**config.mk**
```make
export PLATFORM = sky130hd
export DESIGN_NAME = bldc_commutation_timer_top
export DESIGN_NICKNAME = d
export VERILOG_FILES = /design/src/rtl/bct_pkg.sv /design/src/rtl/bct_engine.sv /design/src/rtl/bldc_commutation_timer_top.sv
export VERILOG_INCLUDE_DIRS = /design/src /design/src/rtl
export SDC_FILE = /design/constraint.sdc
export NUM_CORES = 1
export LEC_CHECK = 0
export BUFFER_PORTS_ARGS = -buffer_cell sky130_fd_sc_hd__buf_4
export CAP_MARGIN = 40
export CORE_MARGIN = 8
export CORE_UTILIZATION = 60
export DETAILED_ROUTE_END_ITERATION = 8
export MAX_ROUTING_LAYER = met4
export PLACE_DENSITY = 0.8
export SYNTH_ARGS = -nofsm -noshare
export SYNTH_HDL_FRONTEND = slang
export SYNTH_SLANG_ARGS = --single-unit
```
**constraint.sdc**
```tcl
create_clock -name i_clk -period 6.9 [get_ports i_clk]
set_input_delay 1.035 -clock i_clk [delete_from_list [all_inputs] [get_ports i_clk]]
set_output_delay 1.035 -clock i_clk [all_outputs]
set_load 0.05 [all_outputs]
```
**src/rtl/assert_macros.svh**
```systemverilog
// Assertion macros shared by the commutation timer modules.
`ifndef ASSERT_MACROS_SVH
`define ASSERT_MACROS_SVH

// Antecedent implies consequent in the same cycle.
`define ASSERT_SAME(label, clk, rst_n, ante, cons) \
    label: assert property (@(posedge clk) disable iff (!rst_n) (ante) |-> (cons)) \
        else $error("assertion failed");

// Antecedent implies consequent in the following cycle.
`define ASSERT_NEXT(label, clk, rst_n, ante, cons) \
    label: assert property (@(posedge clk) disable iff (!rst_n) (ante) |=> (cons)) \
        else $error("assertion failed");

`endif

```
**src/rtl/bct_pkg.sv**
```systemverilog
// Package with types and constants of the commutation timer.
package bct_pkg;

    localparam int CounterWidthDefault = 16;
    localparam int FieldWidth          = 16;

    localparam logic [3:0] ActTick         = 4'd0;
    localparam logic [3:0] ActCapture      = 4'd1;
    localparam logic [3:0] ActWritePeriod  = 4'd2;
    localparam logic [3:0] ActRestart      = 4'd3;
    localparam logic [3:0] ActMarkPrev     = 4'd4;
    localparam logic [3:0] ActRestartCapt  = 4'd5;
    localparam logic [3:0] ActArm          = 4'd6;
    localparam logic [3:0] ActClearTrigger = 4'd7;
    localparam logic [3:0] ActSoftReset    = 4'd8;

    typedef struct packed {
        logic [3:0]            action;
        logic [FieldWidth-1:0] new_period;
        logic                  arm_continuous;
        logic                  arm_once;
    } t_in_word;

    typedef struct packed {
        logic                  commutate;
        logic                  trigger_flag;
        logic [FieldWidth-1:0] counter_value;
        logic [FieldWidth-1:0] compare_value;
        logic [FieldWidth-1:0] last_capture;
        logic [FieldWidth-1:0] recent_stamp;
        logic [FieldWidth-1:0] older_stamp;
        logic [31:0]           captured_overflows;
    } t_out_word;

endpackage

```
**src/rtl/bct_engine.sv**
```systemverilog
// Timer state and its combinational next-state update for one input word.
`include "assert_macros.svh"

module bct_engine #(
    parameter int COUNTER_WIDTH = bct_pkg::CounterWidthDefault
) (
    input  logic               i_clk,
    input  logic               i_rst_n,
    input  logic               i_step,
    input  bct_pkg::t_in_word  i_word,
    output bct_pkg::t_out_word o_result
);

    localparam int CW = COUNTER_WIDTH;
    localparam logic [CW-1:0] FullScale = CW'(32'h0000_FFFF);
    localparam logic [31:0]   OvfMax    = 32'hFFFF_FFFF;

    logic [CW-1:0] r_cnt, n_cnt;
    logic [CW-1:0] r_cmp, n_cmp;
    logic [CW-1:0] r_period, n_period;
    logic [CW-1:0] r_base, n_base;
    logic [CW-1:0] r_curr, n_curr;
    logic [CW-1:0] r_prev, n_prev;
    logic [CW-1:0] r_pend, n_pend;
    logic [31:0]   r_run_ovf, n_run_ovf;
    logic [31:0]   r_lat_ovf, n_lat_ovf;
    logic          r_cont, n_cont;
    logic          r_once, n_once;
    logic          r_sticky, n_sticky;
    logic          pulse;
    logic [CW-1:0] cnt_inc;
    logic [CW-1:0] new_period;

    assign cnt_inc    = r_cnt + 1'b1;
    assign new_period = CW'(i_word.new_period);

    always_comb begin
        n_cnt     = r_cnt;
        n_cmp     = r_cmp;
        n_period  = r_period;
        n_base    = r_base;
        n_curr    = r_curr;
        n_prev    = r_prev;
        n_pend    = r_pend;
        n_run_ovf = r_run_ovf;
        n_lat_ovf = r_lat_ovf;
        n_cont    = r_cont;
        n_once    = r_once;
        n_sticky  = r_sticky;
        pulse     = 1'b0;
        case (i_word.action)
            bct_pkg::ActTick: begin
                n_cnt = cnt_inc;
                if (cnt_inc == '0 && r_run_ovf != OvfMax) begin
                    n_run_ovf = r_run_ovf + 32'd1;
                end
                if (cnt_inc == r_cmp) begin
                    n_base   = r_cmp;
                    pulse    = r_cont | r_once;
                    n_once   = 1'b0;
                    n_sticky = 1'b1;
                    n_cmp    = r_cmp + {r_period[CW-2:0], 1'b0};
                end
            end
            bct_pkg::ActCapture: begin
                n_prev    = r_pend;
                n_curr    = r_cnt;
                n_pend    = r_cnt;
                n_lat_ovf = r_run_ovf;
                n_run_ovf = '0;
            end
            bct_pkg::ActWritePeriod: begin
                n_period = new_period;
                n_cmp    = r_base + new_period;
            end
            bct_pkg::ActRestart: begin
                n_base = r_cnt;
                n_cmp  = r_cnt + r_period;
            end
            bct_pkg::ActMarkPrev: begin
                n_pend = r_cnt;
            end
            bct_pkg::ActRestartCapt: begin
                n_base    = r_cnt;
                n_cmp     = r_cnt + r_period;
                n_prev    = r_pend;
                n_curr    = r_cnt;
                n_pend    = r_cnt;
                n_lat_ovf = r_run_ovf;
                n_run_ovf = '0;
            end
            bct_pkg::ActArm: begin
                n_cont = i_word.arm_continuous;
                n_once = i_word.arm_once;
            end
            bct_pkg::ActClearTrigger: begin
                n_sticky = 1'b0;
            end
            bct_pkg::ActSoftReset: begin
                n_cont   = 1'b0;
                n_once   = 1'b0;
                n_period = FullScale;
            end
            default: begin
            end
        endcase
    end

    always_ff @(posedge i_clk) begin
        if (!i_rst_n) begin
            r_cnt     <= '0;
            r_cmp     <= FullScale;
            r_period  <= FullScale;
            r_base    <= '0;
            r_curr    <= '0;
            r_prev    <= '0;
            r_pend    <= '0;
            r_run_ovf <= '0;
            r_lat_ovf <= '0;
            r_cont    <= 1'b0;
            r_once    <= 1'b0;
            r_sticky  <= 1'b0;
        end else if (i_step) begin
            r_cnt     <= n_cnt;
            r_cmp     <= n_cmp;
            r_period  <= n_period;
            r_base    <= n_base;
            r_curr    <= n_curr;
            r_prev    <= n_prev;
            r_pend    <= n_pend;
            r_run_ovf <= n_run_ovf;
            r_lat_ovf <= n_lat_ovf;
            r_cont    <= n_cont;
            r_once    <= n_once;
            r_sticky  <= n_sticky;
        end
    end

    always_comb begin
        o_result.commutate          = pulse;
        o_result.trigger_flag       = n_sticky;
        o_result.counter_value      = bct_pkg::FieldWidth'(n_cnt);
        o_result.compare_value      = bct_pkg::FieldWidth'(n_cmp);
        o_result.last_capture       = bct_pkg::FieldWidth'(n_base);
        o_result.recent_stamp       = bct_pkg::FieldWidth'(n_curr);
        o_result.older_stamp        = bct_pkg::FieldWidth'(n_prev);
        o_result.captured_overflows = n_lat_ovf;
    end

    `ASSERT_NEXT(a_tick_advances, i_clk, i_rst_n,
        i_step && i_word.action == bct_pkg::ActTick, r_cnt == $past(r_cnt) + 1'b1)
    `ASSERT_NEXT(a_other_holds_count, i_clk, i_rst_n,
        i_step && i_word.action != bct_pkg::ActTick, r_cnt == $past(r_cnt))
    `ASSERT_SAME(a_pulse_needs_arm, i_clk, i_rst_n, pulse, r_cont || r_once)

endmodule

```
**src/rtl/bldc_commutation_timer_top.sv**
```systemverilog
// Top level of the commutation timer: input register, engine and result register.
//
//  Channel  Valid        Ready        Word
//  in       i_in_valid   o_in_ready   i_in_word  (bct_pkg::t_in_word)
//  out      o_out_valid  i_out_ready  o_out_word (bct_pkg::t_out_word)
//
// An accepted word sits in the input register while the timer update runs, and its result
// loads into the result register when the output is free. One word per cycle is sustained
// when the output does not stall; the timer state update is the single stage that sets it.
// Reset is synchronous and active low; it returns every timer register to its start value.
// A stalled output holds the result register, and the input register fills behind it.
`include "assert_macros.svh"

module bldc_commutation_timer_top #(
    parameter int COUNTER_WIDTH = bct_pkg::CounterWidthDefault
) (
    input  logic               i_clk,
    input  logic               i_rst_n,
    input  logic               i_in_valid,
    output logic               o_in_ready,
    input  bct_pkg::t_in_word  i_in_word,
    output logic               o_out_valid,
    input  logic               i_out_ready,
    output bct_pkg::t_out_word o_out_word
);

    logic               r_in_valid;
    bct_pkg::t_in_word  r_in_word;
    logic               r_out_valid;
    bct_pkg::t_out_word r_out_word;
    logic               step;
    bct_pkg::t_out_word result;

    assign step       = r_in_valid && (!r_out_valid || i_out_ready);
    assign o_in_ready = !r_in_valid || step;

    always_ff @(posedge i_clk) begin
        if (!i_rst_n) begin
            r_in_valid <= 1'b0;
        end else if (o_in_ready) begin
            r_in_valid <= i_in_valid;
        end
    end

    always_ff @(posedge i_clk) begin
        if (o_in_ready && i_in_valid) begin
            r_in_word <= i_in_word;
        end
    end

    bct_engine #(
        .COUNTER_WIDTH(COUNTER_WIDTH)
    ) u_engine (
        .i_clk    (i_clk),
        .i_rst_n  (i_rst_n),
        .i_step   (step),
        .i_word   (r_in_word),
        .o_result (result)
    );

    always_ff @(posedge i_clk) begin
        if (!i_rst_n) begin
            r_out_valid <= 1'b0;
        end else if (step) begin
            r_out_valid <= 1'b1;
        end else if (i_out_ready) begin
            r_out_valid <= 1'b0;
        end
    end

    always_ff @(posedge i_clk) begin
        if (step) begin
            r_out_word <= result;
        end
    end

    assign o_out_valid = r_out_valid;
    assign o_out_word  = r_out_word;

    `ASSERT_NEXT(a_step_gives_result, i_clk, i_rst_n, step, r_out_valid)
    `ASSERT_SAME(a_commutate_sets_flag, i_clk, i_rst_n,
        r_out_valid && r_out_word.commutate, r_out_word.trigger_flag)
    `ASSERT_NEXT(a_stall_keeps_input, i_clk, i_rst_n, r_in_valid && !step, r_in_valid)

endmodule
```
Word level (Yosys, flattened, before mapping)
Index checks and enable logic that the tools add are counted.

word-level totals
  flip-flop bits (word level) = 317
  word-level logic and storage cells = 85
  output and inout bits = 116
  input port bits = 26

operators by class
  equality and inequality tests = 12
  bitwise operators = 1
  reduce and logical (&&, ||, !) cells = 23
  add/sub/neg operators = 5
  mux-type cells = 18

operators by type and width
  cell                     number
  $mux W16                 5
  $mux W32                 2
  $pmux W16 S2             2
  $pmux W32 S2             1
  $add A16 B16 Y16         3
  $pmux W16 S3             1
  $add A32 B1 Y32 const B  1
  $ne A32 B32 Y1 const B   1
  $add A16 B1 Y16 const B  1
  $eq A16 B16 Y1           1
  $eq A4 B3 Y1 const B     4
  $logic_not A16 Y1        1
  $eq A4 B2 Y1 const B     2
  $reduce_and A2 Y1        4
  $reduce_bool A2 Y1       4
  $reduce_and A3 Y1        2
  $eq A4 B1 Y1 const B     1
  $eq A4 B4 Y1 const B     1
  $logic_not A4 Y1         1
  $mux W1                  4
  $ne A2 B1 Y1 const B     2
  $pmux W1 S2              2
  $reduce_or A2 Y1         2
  $logic_and A1 B1 Y1      3
  other kinds (6)          8

Logic depth before layout (Yosys ltp)
  depth in word-level cells = 5
  mapped depth = 13
  depth with buffers taken out = 11

Hierarchy
Synthesis repeated with hierarchy kept, for this count alone.

unflattened totals
  cells, all modules = 1569
  area, all modules = 15944.0 um^2

by module, submodules not included
  module                      instances  seq. area each (um^2)  area an instance (um^2)  cells each
  bct_engine                  1          3583.4                 11756.3                  1424
  bldc_commutation_timer_top  1          4124.0                 4187.8                   145

Worst setup path after synthesis
Ideal clock, no wire load.

  path kind = input -> register
  start = in i_out_ready
  end = reg r_out_word, in the netlist o_out_word[0], enable pin
  setup time = 523 ps
  data required time = 6377 ps
  buffers on the path = 3
  arrival = 5210 ps
  stages on the path = 6
  setup slack = 1167 ps
  path through = nor2b_1 nand2b_1 clkbuf_1 inv_1 clkbuf_1 clkbuf_1

between the ends
  word-level cells in the longest chain between the ends = 2

ends and longest elaborated chain
  what                    RTL line                          text
  start: declaration      bldc_commutation_timer_top.sv:23  input logic i_out_ready,
  $logic_or A1 B1 Y1      bldc_commutation_timer_top.sv:34  assign step = r_in_valid && (!r_out_valid || i_out_ready);
  $logic_and A1 B1 Y1     bldc_commutation_timer_top.sv:34
  via step                bldc_commutation_timer_top.sv:31  logic step;
  end signal: assignment  bldc_commutation_timer_top.sv:73  r_out_word <= result;
  end: declaration        bldc_commutation_timer_top.sv:30  bct_pkg::t_out_word r_out_word;

The timed path passes the listed nets, and every way through them passes these cells.
A chain may end at the register's enable or synchronous reset.

Worst setup path in the final report
  start = reg u_engine.r_cnt[0]
  end = reg u_engine.r_cmp[15]

between the ends
  word-level cells in the longest chain between the ends = 4
  elaborated cells on any way between the ends = 5
  those cells by class = add/sub: 2; eq/ne: 1; mux: 2

ends and longest elaborated chain
  what                      RTL line           text
  start: declaration        bct_engine.sv:18   logic [CW-1:0] r_cnt, n_cnt;
  start signal: assignment  bct_engine.sv:124  r_cnt <= n_cnt;
  $add A16 B1 Y16           bct_engine.sv:34   assign cnt_inc = r_cnt + 1'b1;
  $eq A16 B16 Y1            bct_engine.sv:57   if (cnt_inc == r_cmp) begin
  $mux W16                  bct_engine.sv:57
  $pmux W16 S3 (*)          bct_engine.sv:51   case (i_word.action)
  end signal: assignment    bct_engine.sv:112  r_cmp <= FullScale;
  end signal: assignment    bct_engine.sv:125  r_cmp <= n_cmp;
  end: declaration          bct_engine.sv:19   logic [CW-1:0] r_cmp, n_cmp;

Mark *: on every way between the ends. The rest lies on a longest branch, timed or not.

==> flow_results.org <==
** Run status
- The run finished with clean final reports.

** Routing
- Detailed routing inserted a total of 13.1k vias.
- Ratio of routed vias to standard cells :: 6.23
- Dividing the detail-routed wire length by the instance count gives 20.8 µm.
- For this run, the detailed router's first-pass iteration total came to 6.
- In this run the remaining antenna-violating nets after routing total 0.
- Number of remaining DRC errors :: 0
- Violation count after the first detailed-routing iteration :: 1167
- Summed over all layers, the routed wires come to 43700 µm.

** Power and ir drop
- Total chip power :: 4260 µW
- Switching Fraction :: 0.246
- Of the total power, registers draw 0.478.
- The share of total power dissipated in the clock network is 0.430.
- Dividing total power by cell area gives a power density of 234 nW/µm².
- Power spent charging and discharging nets :: 1050 µW
- Static power due to leakage :: 0.00647 µW
- Of the total power, combinational logic draws 0.092.
- IR analysis of the VDD net gives a maximum drop of 219 µV.
- The internal power of the cells totals ~3200 µW.

** Logic synthesis
- The most common cell in the synthesized netlist is nand2_1.
- Counting distinct cell types in the post-synthesis netlist gives 74.
- Counting flops with an async set or reset pin after synthesis yields a share of 0.
- Synthesized cell area :: around 16000 µm²
- Mean area per synthesized cell :: 9.57 µm²
- Counting flops and latches in the post-synthesis netlist gives between 300 and 400.
- Leading cell types by total area after synthesis :: edfxtp_1 26%, dfxtp_1 23%, nand2_1 6.0%, mux2_2 4.7%, a21oi_1 4.5%
- Sorting the synthesized cells by how often they occur yields 253 x nand2_1, 181 x dfxtp_1, 140 x a21oi_1, 136 x edfxtp_1, 110 x nor2_1.
- Number of enable-type register cells in the synthesized netlist :: 136
- For this run, the number of Yosys warnings is 0.
- Mapped Cells :: 1644
- Syn nets :: 1720
- Sequential cell area fraction in the yosys report :: 0.490
- The biggest area contributor in the post-synthesis netlist is edfxtp_1.
- For this run, the leading register cell type out of synthesis is dfxtp_1.
- Share of Yosys cell area claimed by the top area cell type :: 0.260

** Layout
- Share of cells above drive strength 1 :: 0.172
- The count of cells in the finished layout, fillers not included, comes to around 2.1k.
- From synthesis to final layout, the design area changed by 15.8%.
- Final nets :: 1817
- Final antenna diode count :: 0
- Number of fillers in the final layout :: 1944

** STA
- On the final layout, the worst hold slack is 451 ps.
- Based on the critical path, the design can be clocked at up to a little over 200 MHz.
- The number of pins with negative max-slew slack in the final report came to 0.
- Final setup slack of the worst path :: roughly 2100 ps
- Setup repair after global routing left no endpoint under its margin.
- In the finished design, the share of the clock period the worst path needs comes to 0.697.
- Final setup vio count :: 0
- Number of hold violations in the final report :: 0
- Aggregate negative setup slack :: 0 ps
- Largest clock skew in the final design :: 20.8 ps
- Slew of the pin with the lowest slew margin :: approximately 940 ps
- Post-layout minimum cycle time :: 4810 ps
- The worst pin sits at a relative slew slack of 0.365.

** Clock network
- The number of clock buffers added by TritonCTS is 35.
- In this run the number of H-tree levels came out at 2.
- After clock tree synthesis, the clock-pin slew on the worst setup and hold paths is 60 ps.
- Number of instances resized during post-cts repair :: 0
- Post-CTS setup buffer count :: 0
- Clock tree from TritonCTS :: built
- Clock Latency Late Sink :: 510 ps
- Hold-fix buffers, CTS :: 0
- Buffer cell driving the clock tree root :: clkbuf_16
- Sink Count :: roughly 320
- In this run the deepest clock path goes through 3 buffers.

** Global route
- Global-route wire length before repair :: 68400 µm
- After global routing the overflow that remains totals 0.
- The number of global-route vias before repair is between 10k and 15k.
- The initial antenna violation count is 0.
- Entering global routing, the biggest net connects 118 pins.
- Total global-route track usage :: 0.279

** Critical path
- On the worst path, the slowest cell contributes a delay of around 740 ps.
- Crit path arrival time :: 5230 ps
- STA classifies the critical path startpoint as a flop.
- Data on the critical path is required at its endpoint by between 7000 and 8000 ps.
- For this design, the slowest cell found on the critical path is nor2_1.
- Setup Crit Path Kind :: reg2reg
- Most used cell along the critical path :: o211ai_1
- CP endpoint kind :: flop
- Walking the worst path, the cells encountered are ha_1 -> nand3_1 -> or4b_2 -> o211ai_1 -> nand4_1 -> or4_1 -> nor2_1 -> buf_4 -> a221oi_1 -> o211ai_1.
- Worst-path fanout max :: 19

** Placement
- Input and output buffers added on the ports amount to ~140.
- HPWL after detailed placement :: 30600 µm
- Placed cell count :: 2039
- Prior to clock tree synthesis, the placed netlist has a worst setup slack of 2230 ps.
- At the end of routability-driven placement, the weighted congestion stood at 0.952.

** Die
- The region available for standard cell placement spans 25900 µm².
- Initial core utilization :: 0.607
- The floorplan has 59 rows.
- Die width :: 178 µm
- 142 I/O pins were placed.
- The die is ~180 µm tall.
- The die covers 31700 µm².

** Min path
- Type of the tightest min-delay check :: reg2reg

** Job
- Max capacitance violation total :: 0
## cell usage in the layout (no fill, tap or decap), types with 14 or more instances in the layout
master,Yosys,final
a21oi_1,140,140
a211oi_1,14,14
o2bb2ai_1,16,16
a21o_1,15,15
ha_1,47,47
clkbuf_16,0,35
nand3_1,33,33
or3_1,14,14
xnor2_1,60,60
dfxtp_1,181,181
xor2_1,49,49
inv_1,41,39
nand4_1,22,22
o21ai_0,83,83
nand2_1,253,253
o211ai_1,17,17
nor3_1,49,48
a22oi_1,17,17
edfxtp_1,136,136
nor2_1,110,109
mux2_2,65,65
buf_4,0,154
## worst max-delay path, delay by kind of cell, from the launching register on
kind                     cells  cell delay, ps
buffers and inverters        1             410
AND/OR/NAND/NOR              5            2650
AO/OA/AOI/OAI                3             530
flip-flops                   1             640
adder cells (fa/ha/maj)      1             470
## power by group through the flow
stage / registers, µW / logic [µW] / clock network (µW)
after floorplan: 2180 / 153 / 0
after global placement: 2080 / 376 / 0
after detailed placement: 2080 / 389 / 0
after CTS: 2040 / 391 / 1850
after global routing: 2040 / 414 / 1930
final: 2040 / 393 / 1830
## cell type report
| type | count | area, µm² | share of cell area |
|---|---|---|---|
| multi-input cells | 1185 | 7510 | 0.412 |
| flip-flops and latches | 317 | 7710 | 0.423 |
| clock buffers | 51 | 976 | 0.0536 |
| clock inverters | 11 | 136 | 0.00749 |
| repair buffers | 161 | 1310 | 0.0716 |
| inverters | 41 | 160 | 0.00879 |
| well taps | 335 | 419 | 0.0230 |
## per-stage QoR
stage / instance area [µm²] / util
2_1_floorplan: 15700 / -
3_3_place_gp: 17000 / 0.654
3_5_place_dp: 17100 / 0.660
4_1_cts: 18200 / 0.703
5_1_grt: 18200 / 0.703
6_report: 18200 / 0.703
## state kept, by name, indices dropped and copies added, names as in the netlist
name                cells
o_out_valid             1
o_out_word            114
r_in_valid              1
r_in_word              22
u_engine.r_base        16
u_engine.r_cmp         16
u_engine.r_cnt         16
u_engine.r_cont         1
u_engine.r_curr        16
u_engine.r_lat_ovf     32
u_engine.r_once         1
u_engine.r_pend        16
u_engine.r_period      16
u_engine.r_prev        16
u_engine.r_run_ovf     32
u_engine.r_sticky       1
## per-layer routing
layer | track usage | share of wire | up-vias
met3 | 0.0391 | 0.064 | 132
li1 | - | - | 6135
met1 | 0.340 | 0.41 | 6309
met5 | - | 0 | -
met2 | 0.464 | 0.48 | 508
met4 | 0.105 | 0.036 | 0
## worst paths after layout
| kind | slack, ps | from | to | cells past startpoint |
|---|---|---|---|---|
| hold / removal | 450 | u_engine.r_prev[14] | u_engine.r_prev[14] | 2 |
| setup reg to reg | 2090 | u_engine.r_cnt[0] | u_engine.r_cmp[15] | 10 |
| hold reg to reg | 450 | u_engine.r_prev[14] | u_engine.r_prev[14] | 2 |
| setup / recovery | 2090 | u_engine.r_cnt[0] | u_engine.r_cmp[15] | 10 |
## kinds of logic (layout without fill, tap and decap cells)
kind of cell | count (synthesis) | count (layout) | synth area share
buf+inv | 142 | 264 | 0.0355
mux | 66 | 66 | 0.0472
simple gates | 561 | 561 | 0.164
fa+ha+maj | 50 | 50 | 0.0412
xor+xnor | 110 | 110 | 0.0621
flops | 317 | 317 | 0.490
compound gates | 398 | 398 | 0.160
Note: power is estimated with default switching activity, not from simulation.
